--- src/sng_pkg.sv ---
`default_nettype none
package sng_pkg;

	localparam int SNG_SAMPLE_WIDTH = 16;
	localparam int CFG_INDEX_W = 3;
	localparam int CFG_DATA_W = 17;
	localparam int GAIN_W = 17;
	localparam int HOLD_W = 16;

	localparam logic [GAIN_W-1:0] ONE_Q16 = 17'd65536;

	localparam logic [CFG_INDEX_W-1:0] REG_THRESHOLD = 3'd0;
	localparam logic [CFG_INDEX_W-1:0] REG_RANGE = 3'd1;
	localparam logic [CFG_INDEX_W-1:0] REG_ATTACK = 3'd2;
	localparam logic [CFG_INDEX_W-1:0] REG_RELEASE = 3'd3;
	localparam logic [CFG_INDEX_W-1:0] REG_HOLD = 3'd4;
	localparam logic [CFG_INDEX_W-1:0] REG_COEFF = 3'd5;

	localparam logic [GAIN_W-1:0] RST_THRESHOLD = 17'd1024;
	localparam logic [GAIN_W-1:0] RST_RANGE = 17'd20724;
	localparam logic [GAIN_W-1:0] RST_ATTACK = 17'd1365;
	localparam logic [GAIN_W-1:0] RST_RELEASE = 17'd683;
	localparam logic [HOLD_W-1:0] RST_HOLD = 16'd96;
	localparam logic [GAIN_W-1:0] RST_COEFF = 17'd655;

	typedef enum logic [3:0] {
		PH_CLOSED = 4'b0001,
		PH_OPENING = 4'b0010,
		PH_OPEN = 4'b0100,
		PH_CLOSING = 4'b1000
	} gate_phase_t;

	typedef enum logic [7:0] {
		ST_IDLE = 8'b0000_0001,
		ST_ENV1 = 8'b0000_0010,
		ST_ENV2 = 8'b0000_0100,
		ST_GATE = 8'b0000_1000,
		ST_GAIN = 8'b0001_0000,
		ST_LEFT = 8'b0010_0000,
		ST_RIGHT = 8'b0100_0000,
		ST_DONE = 8'b1000_0000
	} seq_state_t;

endpackage
`default_nettype wire

--- src/sng_mac.sv ---
`default_nettype none
module sng_mac #(
	parameter int AW = 18,
	parameter int BW = 18
) (
	input  wire logic signed [AW-1:0]    a,
	input  wire logic signed [BW-1:0]    b,
	input  wire logic signed [AW+BW-1:0] addend,
	output logic signed [AW+BW-1:0]      result
);
	assign result = a * b + addend;
endmodule
`default_nettype wire

--- src/stereo_noise_gate.sv ---
`default_nettype none
// Stereo noise gate. Each item carries a raw detect pair and a filtered audio pair
// and yields one gated audio pair. One shared multiply-add unit, stepped by a small
// sequencer, forms the envelope decay, the gain blend and both output scalings. After
// acceptance an item runs seven sequencer steps (two envelope steps, the gate update,
// the gain blend, two output scalings and the handoff to the output register), so
// in_ready returns only after that handoff, and no new item is taken before it; the
// handoff itself waits while a previous result still waits on out_ready. The output
// register lets the next item be accepted while a result is pending. Configuration
// writes are taken at any time with cfg_ready held high; write only while idle.
module stereo_noise_gate #(
	parameter int SAMPLE_WIDTH = sng_pkg::SNG_SAMPLE_WIDTH
) (
	input  wire logic                               clk,
	input  wire logic                               arst_n,
	input  wire logic                               in_valid,
	output logic                                    in_ready,
	input  wire logic signed [SAMPLE_WIDTH-1:0]     left_detect,
	input  wire logic signed [SAMPLE_WIDTH-1:0]     right_detect,
	input  wire logic signed [SAMPLE_WIDTH-1:0]     left_audio,
	input  wire logic signed [SAMPLE_WIDTH-1:0]     right_audio,
	output logic                                    out_valid,
	input  wire logic                               out_ready,
	output logic signed [SAMPLE_WIDTH-1:0]          left_out,
	output logic signed [SAMPLE_WIDTH-1:0]          right_out,
	input  wire logic                               cfg_valid,
	output logic                                    cfg_ready,
	input  wire logic [sng_pkg::CFG_INDEX_W-1:0]    cfg_index,
	input  wire logic [sng_pkg::CFG_DATA_W-1:0]     cfg_data
);
	import sng_pkg::*;

	localparam int SW = SAMPLE_WIDTH;
	localparam int AW = ((SW > GAIN_W) ? SW : GAIN_W) + 1;
	localparam int BW = GAIN_W + 1;
	localparam int PW = AW + BW;
	localparam logic signed [PW-1:0] ROUND = PW'(32'sd32768);
	localparam logic signed [PW-1:0] SMAX = {{(PW-SW+1){1'b0}}, {(SW-1){1'b1}}};
	localparam logic signed [PW-1:0] SMIN = ~SMAX;

	logic [GAIN_W-1:0] thr_q, range_q, attack_q, release_q, coeff_q;
	logic [HOLD_W-1:0] hold_cfg_q;

	logic [GAIN_W-1:0] env_q, gate_q, gain_q, sum_q;
	logic [HOLD_W-1:0] hold_q;
	gate_phase_t phase_q;
	seq_state_t state_q;
	logic signed [SW-1:0] left_q, right_q, left_res_q, right_res_q;
	logic signed [PW-1:0] acc_q;
	logic out_valid_q;

	logic [SW-1:0] abs_l, abs_r;
	logic [15:0] mag_l, mag_r;
	logic [GAIN_W-1:0] coeff_c, cut_c;
	logic signed [AW-1:0] mac_a;
	logic signed [BW-1:0] mac_b;
	logic signed [PW-1:0] mac_add, mac_r, scaled;
	logic signed [SW-1:0] sat_c;
	logic above;
	logic [GAIN_W:0] gate_up;
	logic [GAIN_W-1:0] gate_down;

	assign cfg_ready = 1'b1;
	assign in_ready = (state_q == ST_IDLE);
	assign out_valid = out_valid_q;

	assign abs_l = left_detect[SW-1] ? (~left_detect + 1'b1) : left_detect;
	assign abs_r = right_detect[SW-1] ? (~right_detect + 1'b1) : right_detect;

	generate
		if (SW > 16) begin : g_down
			assign mag_l = abs_l[SW-1:SW-16];
			assign mag_r = abs_r[SW-1:SW-16];
		end else if (SW == 16) begin : g_same
			assign mag_l = abs_l;
			assign mag_r = abs_r;
		end else begin : g_up
			assign mag_l = {abs_l, {(16-SW){1'b0}}};
			assign mag_r = {abs_r, {(16-SW){1'b0}}};
		end
	endgenerate

	assign coeff_c = (coeff_q > ONE_Q16) ? ONE_Q16 : coeff_q;
	assign cut_c = (range_q > ONE_Q16) ? ONE_Q16 : range_q;
	assign above = (env_q >= thr_q);
	assign gate_up = {1'b0, gate_q} + {1'b0, attack_q};
	assign gate_down = (gate_q > release_q) ? (gate_q - release_q) : '0;

	always_comb begin
		mac_a = '0;
		mac_b = '0;
		mac_add = ROUND;
		case (state_q)
			ST_ENV1: begin
				mac_a = $signed({{(AW-GAIN_W){1'b0}}, sum_q});
				mac_b = $signed({1'b0, coeff_c});
			end
			ST_ENV2: begin
				mac_a = $signed({{(AW-GAIN_W){1'b0}}, env_q});
				mac_b = $signed({1'b0, ONE_Q16 - coeff_c});
				mac_add = acc_q;
			end
			ST_GAIN: begin
				mac_a = $signed({{(AW-GAIN_W){1'b0}}, cut_c});
				mac_b = $signed({1'b0, ONE_Q16 - gate_q});
				mac_add = $signed({{(PW-GAIN_W-16){1'b0}}, gate_q, 16'b0}) + ROUND;
			end
			ST_LEFT: begin
				mac_a = $signed({{(AW-SW){left_q[SW-1]}}, left_q});
				mac_b = $signed({1'b0, gain_q});
			end
			ST_RIGHT: begin
				mac_a = $signed({{(AW-SW){right_q[SW-1]}}, right_q});
				mac_b = $signed({1'b0, gain_q});
			end
			default: begin
				mac_a = '0;
			end
		endcase
	end

	sng_mac #(
		.AW(AW),
		.BW(BW)
	) u_mac (
		.a(mac_a),
		.b(mac_b),
		.addend(mac_add),
		.result(mac_r)
	);

	assign scaled = mac_r >>> 16;
	assign sat_c = (scaled > SMAX) ? SMAX[SW-1:0] :
		(scaled < SMIN) ? SMIN[SW-1:0] : scaled[SW-1:0];

	always_ff @(posedge clk or negedge arst_n) begin
		if (!arst_n) begin
			thr_q <= RST_THRESHOLD;
			range_q <= RST_RANGE;
			attack_q <= RST_ATTACK;
			release_q <= RST_RELEASE;
			hold_cfg_q <= RST_HOLD;
			coeff_q <= RST_COEFF;
		end else if (cfg_valid) begin
			case (cfg_index)
				REG_THRESHOLD: thr_q <= cfg_data;
				REG_RANGE: range_q <= cfg_data;
				REG_ATTACK: attack_q <= cfg_data;
				REG_RELEASE: release_q <= cfg_data;
				REG_HOLD: hold_cfg_q <= cfg_data[HOLD_W-1:0];
				REG_COEFF: coeff_q <= cfg_data;
				default: begin
				end
			endcase
		end
	end

	always_ff @(posedge clk) begin
		case (state_q)
			ST_IDLE: begin
				if (in_valid) begin
					sum_q <= {1'b0, mag_l} + {1'b0, mag_r};
					left_q <= left_audio;
					right_q <= right_audio;
				end
			end
			ST_ENV1: acc_q <= mac_r;
			ST_GAIN: gain_q <= mac_r[32:16];
			ST_LEFT: left_res_q <= sat_c;
			ST_RIGHT: right_res_q <= sat_c;
			ST_DONE: begin
				if (!out_valid_q || out_ready) begin
					left_out <= left_res_q;
					right_out <= right_res_q;
				end
			end
			default: begin
			end
		endcase
	end

	always_ff @(posedge clk or negedge arst_n) begin
		if (!arst_n) begin
			state_q <= ST_IDLE;
			phase_q <= PH_CLOSED;
			env_q <= '0;
			gate_q <= '0;
			hold_q <= '0;
			out_valid_q <= 1'b0;
		end else begin
			if (state_q == ST_DONE && (!out_valid_q || out_ready)) begin
				out_valid_q <= 1'b1;
			end else if (out_ready) begin
				out_valid_q <= 1'b0;
			end
			case (state_q)
				ST_IDLE: begin
					if (in_valid) begin
						state_q <= ST_ENV1;
					end
				end
				ST_ENV1: state_q <= ST_ENV2;
				ST_ENV2: begin
					env_q <= (sum_q > env_q) ? sum_q : mac_r[32:16];
					state_q <= ST_GATE;
				end
				ST_GATE: begin
					case (phase_q)
						PH_CLOSED: begin
							if (above) begin
								phase_q <= PH_OPENING;
							end
						end
						PH_OPENING: begin
							if (gate_up >= {1'b0, ONE_Q16}) begin
								gate_q <= ONE_Q16;
								phase_q <= PH_OPEN;
								hold_q <= hold_cfg_q;
							end else begin
								gate_q <= gate_up[GAIN_W-1:0];
							end
						end
						PH_OPEN: begin
							if (hold_q == '0) begin
								if (!above) begin
									phase_q <= PH_CLOSING;
								end
							end else begin
								hold_q <= hold_q - 1'b1;
							end
						end
						PH_CLOSING: begin
							gate_q <= gate_down;
							if (above) begin
								phase_q <= PH_OPENING;
							end else if (gate_down == '0) begin
								phase_q <= PH_CLOSED;
							end
						end
						default: phase_q <= PH_CLOSED;
					endcase
					state_q <= ST_GAIN;
				end
				ST_GAIN: state_q <= ST_LEFT;
				ST_LEFT: state_q <= ST_RIGHT;
				ST_RIGHT: state_q <= ST_DONE;
				ST_DONE: begin
					if (!out_valid_q || out_ready) begin
						state_q <= ST_IDLE;
					end
				end
				default: state_q <= ST_IDLE;
			endcase
		end
	end

endmodule
`default_nettype wire

--- config.mk ---
export PLATFORM = sky130hd
export DESIGN_NAME = stereo_noise_gate
export DESIGN_NICKNAME = d
export VERILOG_FILES = /design/src/sng_pkg.sv /design/src/sng_mac.sv /design/src/stereo_noise_gate.sv
export SDC_FILE = /design/constraint.sdc
export NUM_CORES = 2
export LEC_CHECK = 0
export CAP_MARGIN = 40
export CORE_MARGIN = 2
export CORE_UTILIZATION = 47
export CTS_BUF_LIST = sky130_fd_sc_hd__clkbuf_8
export DETAILED_ROUTE_END_ITERATION = 8
export DONT_BUFFER_PORTS = 1
export MAX_ROUTING_LAYER = met4
export REMOVE_ABC_BUFFERS = 1
export SYNTH_ARGS = -nofsm -noshare
export SYNTH_HDL_FRONTEND = slang
export SYNTH_HIERARCHICAL = 1
export SYNTH_SLANG_ARGS = --single-unit
--- constraint.sdc ---
create_clock -name clk -period 33.7 [get_ports clk]
set_clock_uncertainty 0.1 [all_clocks]
set_input_delay 5.055 -clock clk [delete_from_list [all_inputs] [get_ports clk]]
set_output_delay 5.055 -clock clk [all_outputs]
set_load 0.05 [all_outputs]
# [Yosys cells after proc, flatten, opt, wreduce, memory -nomap -nowiden]
# Cells that the tools add are included.
# Widths: inputs -> output; s select.
[totals] in_bits=89 word_cells=117 ff_bits=330 out_inout_bits=35
[op_classes] n_reduce_logical=22 n_eq_ne=25 add_sub_neg=10 n_mul=1 n_bitwise=2 n_lt_le_gt_ge=8 muxes=28
[op_table] operator="$mux 16" n=6
[op_table] operator="$pmux 18 s5" n=1
[op_table] operator="$mux 17" n=5
[op_table] operator="$pmux 36 s2" n=1
[op_table] operator="$pmux 17 s4" n=1
[op_table] operator="$pmux 8 s8" n=1
[op_table] operator="$add 36x36->36" n=1
[op_table] operator="$mul 18x18->36" n=1
[op_table] operator="$add 33x16->34 const B" n=1
[op_table] operator="$gt 17x17->1" n=2
[op_table] operator="$gt 17x17->1 const B" n=2
[op_table] operator="$pmux 17 s2" n=1
[op_table] operator="$sub 17x17->17 const A" n=2
[op_table] operator="$add 16x1->16 const B" n=2
[op_table] operator="$not 16->16" n=2
[op_table] operator="$pmux 16 s2" n=1
[op_table] operator="$mux 4" n=6
[op_table] operator="$gt 20x16->1 const B" n=1
[op_table] operator="$lt 20x16->1 const B" n=1
[op_table] operator="$reduce_and 2->1" n=10
[op_table] operator="$add 17x17->18" n=1
[op_table] operator="$ge 18x17->1 const B" n=1
[op_table] operator="$add 16x16->17" n=1
[op_table] operator="$ge 17x17->1" n=1
[op_table] operator="32 further kinds" n=44

# [Longest topological paths before layout]
[logic_depth] word_depth=9 depth_mapped=42 mapped_depth_nobuf=35

# [By module]
# The synthesis kept the hierarchy.
[by_module_without_submodules] module="stereo_noise_gate" seq_area_each_um2=9126.3 n_inst=1 cells_per_inst=1571 area_each_um2=17473.0
[by_module_without_submodules] module="sng_mac" seq_area_each_um2=0.0 n_inst=1 cells_per_inst=1447 area_each_um2=13366.6

# [Worst setup path before layout]
# OpenSTA, ideal clock, no wires.
[synth_path] kind="reg-to-reg" startpoint="register state_q[0]" endpoint="register left_res_q[10], data pin" stages_incl_launch_ff=40 required_ps=33342 slack_ps=23143 arrival_ps=10200 path_buffers=7 setup_ps=258 synth_period_minus_slack_ps=10557 path_cell_list="dfstp_2 nor4_2 nand4b_1 inv_1 buf_2 buf_1 buf_2 buf_1 buf_2 a22oi_1 ha_1 nand2_1 or4b_2 xor2_1 o21ai_0 clkbuf_1 nand2_1 fa_1 (+4 left out) inv_1 fa_1 fa_1 fa_1 ha_1 ha_1 inv_1 a21oi_1 nand2_1 or3_1 o211ai_1 a41o_1 a21oi_2 xnor2_1 nor4_1 nor2_1 clkbuf_1 o21a_1"
[synth_between] elab_chain_cells=8 elab_cells_between_ends=15 cone_classes="1 x add/sub; 1 x mul; 2 x order compare; 5 x eq/ne; 5 x mux; 1 x reduce/logical"
[synth_rtl] item="start: declaration" line="stereo_noise_gate.sv:47" source="seq_state_t state_q;"
[synth_rtl] item="start signal: assignment" line="stereo_noise_gate.sv:184" source="state_q <= ST_IDLE;"
[synth_rtl] item="start signal: assignment" line="stereo_noise_gate.sv:199" source="state_q <= ST_ENV1;"
[synth_rtl] item="start signal: assignment" line="stereo_noise_gate.sv:202" source="ST_ENV1: state_q <= ST_ENV2;"
[synth_rtl] item="$eq 8x7->1 / $eq 8x6->1 (equally long branches)" line="stereo_noise_gate.sv:93" source="case (state_q)"
[synth_rtl] item="$reduce_or 2->1 (no source line)"
[synth_rtl] item="$pmux 17 s4 *" line="stereo_noise_gate.sv:93"
[synth_rtl] item="named net mac_b[8]" line="stereo_noise_gate.sv:56" source="logic signed [BW-1:0] mac_b;"
[synth_rtl] item="$mul 18x18->36 *" line="sng_mac.sv:11" source="assign result = a * b + addend;"
[synth_rtl] item="$add 36x36->36 *" line="sng_mac.sv:11"
[synth_rtl] item="named net mac_r[34]" line="stereo_noise_gate.sv:57" source="logic signed [PW-1:0] mac_add, mac_r, scaled;"
[synth_rtl] item="$lt 20x16->1" line="stereo_noise_gate.sv:134" source="(scaled < SMIN) ? SMIN[SW-1:0] : scaled[SW-1:0];"
[synth_rtl] item="$mux 16" line="stereo_noise_gate.sv:134"
[synth_rtl] item="$mux 16 *" line="stereo_noise_gate.sv:133" source="assign sat_c = (scaled > SMAX) ? SMAX[SW-1:0] :"
[synth_rtl] item="named net sat_c[10]" line="stereo_noise_gate.sv:58" source="logic signed [SW-1:0] sat_c;"
[synth_rtl] item="end signal: assignment" line="stereo_noise_gate.sv:169" source="ST_LEFT: left_res_q <= sat_c;"
[synth_rtl] item="end: declaration" line="stereo_noise_gate.sv:48" source="logic signed [SW-1:0] left_q, right_q, left_res_q, right_res_q;"
# Mark *: on every way through the listed nets, which the timed path passes. The rest lies on a longest branch.
# A chain may end at the register's enable or synchronous reset.

# [Worst setup path after layout]
[layout_path] startpoint="register state_q[1]" endpoint="register left_res_q[3], data pin"
# The elaborated chain is that of the path after synthesis.

==> metrics.cfg <==
[timing]
tightestPinTransition_ns = 0.941
max-slew-margin-rel_pct = 37.1
hold_ws_ns = 0.313
rsz0062_at_grt = false
period_share_pct = 34.1
finalSetupViolations = 0
finalHoldViolCount = 0
finalMaxSlewViolations = 0
fmax_ghz = 0.0871
period_minus_slack_ns = 11.49
fin_ws_ns = 22.21
fin_setup_tns_ns = 0

[global_route]
grt_max_degree = 165
track_usage_pct = 26.4
grt_pass1_vias = 23000
grt_pass1_wl_mm = 133
antenna_found_initial = 11
gr-total-overflow = 0

[flow_run]
cap_violations = 0

[final_layout]
largest_reg_flops = 36
area_growth_pct = 8.61
fin_util_pct = 51.8
final_area_um2 = 33500
regMostFlops = acc_q
final_layout_size_suffix_gt1_share_pct = 10.5
nets = 3693

[synthesis]
post-synth-top-count-cell = inv_1
avgSynthCellArea_um2 = 10.2
ys_warn_count = 6
yosysTopAreaCell = fa_1
synth_top_cell_area_share_pct = 23.7
synth_ff_type = edfxtp_1
synthCells = 3018
synth_area_leaders = fa_1 (24%), edfxtp_1 (16%), dfrtp_1 (11%)
ys_seq_area_share_pct = 29.6
synth_edf_count = 166
synth-seq-cells = 330
synth.top_cells.by_count = inv_1 (505), fa_1 (365), nand2_1 (251)
ys_types = 96
async_reset_ff_share_pct = 49.7
netlist_area_um2 = 30800

[critical_path]
start_kind = flip-flop
max_stage_delay_ns = 0.75
cp.arrival_ns = 11.91
worstSetupPathType = reg -> reg
cp_max_fo = 63
end_kind = flip-flop
cp.required_ns = 34.12
cp_slowest_cell = fa_1
path_common_cell = fa_1

[cts]
max-clock-path-buffers = 3
clkLatencyLatePin_ns = 0.69
cts_made_buffers = 60
root_buffer = clkbuf_8
htree_levels = 2
ctsResizeCount = 0
hold_buffers = 0
cts_setup_buffers = 0
cts_tree = done
cts_num_sinks = 330
clk_pin_slew_ns = 0.06

[place]
gp_congestion = 0.924
port_buffers = 0
dp_slack_ns = 22.35
dpl.hpwl_mm = 64.3
postPlaceCellArea_um2 = 32200

[floorplanning]
start_util_pct = 47.7
core-area_um2 = 64700
num_rows = 93
die_h_um = 260
io_pins = 124
fp.dieW_um = 260
dieArea_um2 = 67700

[route]
firstDrtPassIters = 5
wl_mm = 84.4
drc_errors = 0
drtAntennaViolNets = 0
wl_per_cell_um = 21.3
drtIter0Drc = 1633
vias_per_cell = 5.57
vias = 22000

[power]
power_leakage_nw = 15.5
powerDensity_nw_per_um2 = 44.5
ir_drop_mv = 0.0352

[run_status]
outcome = completed

[min_path]
hold_class = reg -> reg

-- cell usage in the layout (no fill, tap or decap), types with 23 or more instances in the layout --
cell type,count
nor3_1,25
edfxtp_1,166
ha_1,200
a22oi_1,61
xor2_1,27
o21a_1,32
nor2_1,141
a21oi_1,113
o21ai_1,23
nand2_1,251
xnor2_1,90
buf_4,52
dfstp_2,30
dfrtp_1,134
a21o_1,26
clkbuf_8,70
inv_1,521
nand3_1,38
fa_1,365
o21ai_0,84
mux2_2,85
and2_1,203
-- worst max-delay path: cells and delay by family, from the launching register on --
family	cells	cell delay (ns)
compound gates	7	1.92
xor+xnor	2	0.40
fa+ha+maj	9	4.17
buf+inv	6	1.70
flops	1	0.44
simple gates	8	2.59
-- through the flow --
stage	instances	power [W]
after global placement	3810	0.00105
after CTS	3945	0.00150
final	3956	0.00149
after global routing	3953	0.00158
after detailed placement	3832	0.00108
after floorplan	2913	0.000883
-- logic make-up (layout without fill, tap and decap cells) --
kind of cell	Yosys count	count (layout)	share of synthesized area (%)
muxes	107	107	3.83
buffers and inverters	614	682	7.56
and+or+nand+nor	797	797	13.1
DFF	330	330	29.6
AOI/OAI and AO/OA	485	485	10.7
adders and majority gates	565	565	31.8
xor gates and xnor gates	118	118	3.35
other	2	17	0.0244
-- final cells by class --
class | instances | area [um2]
repair buffers | 64 | 567
flip-flops and latches | 330 | 9130
fillers | 5893 | 31200
well taps | 855 | 1070
clock inverters | 43 | 344
multi-input cells | 2078 | 19500
inverters | 505 | 1900
diodes | 11 | 27.5
clock buffers | 70 | 963
-- metal layers --
layer	vias to the layer above	track usage [%]	share of wire, %
met5	-	-	0
met4	0	6.63	2.6
met3	134	4.42	6.2
met2	718	42.6	48
met1	11100	34.9	44
li1	10000	-	-
-- final timing paths --
check / start / end / slack (ns) / cells after the start
max in group asynchronous: arst_n / attack_q[10] / 29.20 / 0
setup reg to reg: state_q[1] / left_res_q[3] / 22.21 / 32
min in group asynchronous: arst_n / hold_cfg_q[7] / 3.97 / 0
hold reg to reg: right_res_q[3] / right_out[3] / 0.31 / 0
hold / removal: right_res_q[3] / right_out[3] / 0.31 / 0
setup / recovery: state_q[1] / left_res_q[3] / 22.21 / 32
-- report_power, final --
part | internal (W) | switching (W)
logic | 0.000198 | 0.000318
registers | 0.000508 | 0.0000515
clock network | 0.000230 | 0.000186
total | 0.000936 | 0.000556
(Power assumes the default switching activity.)
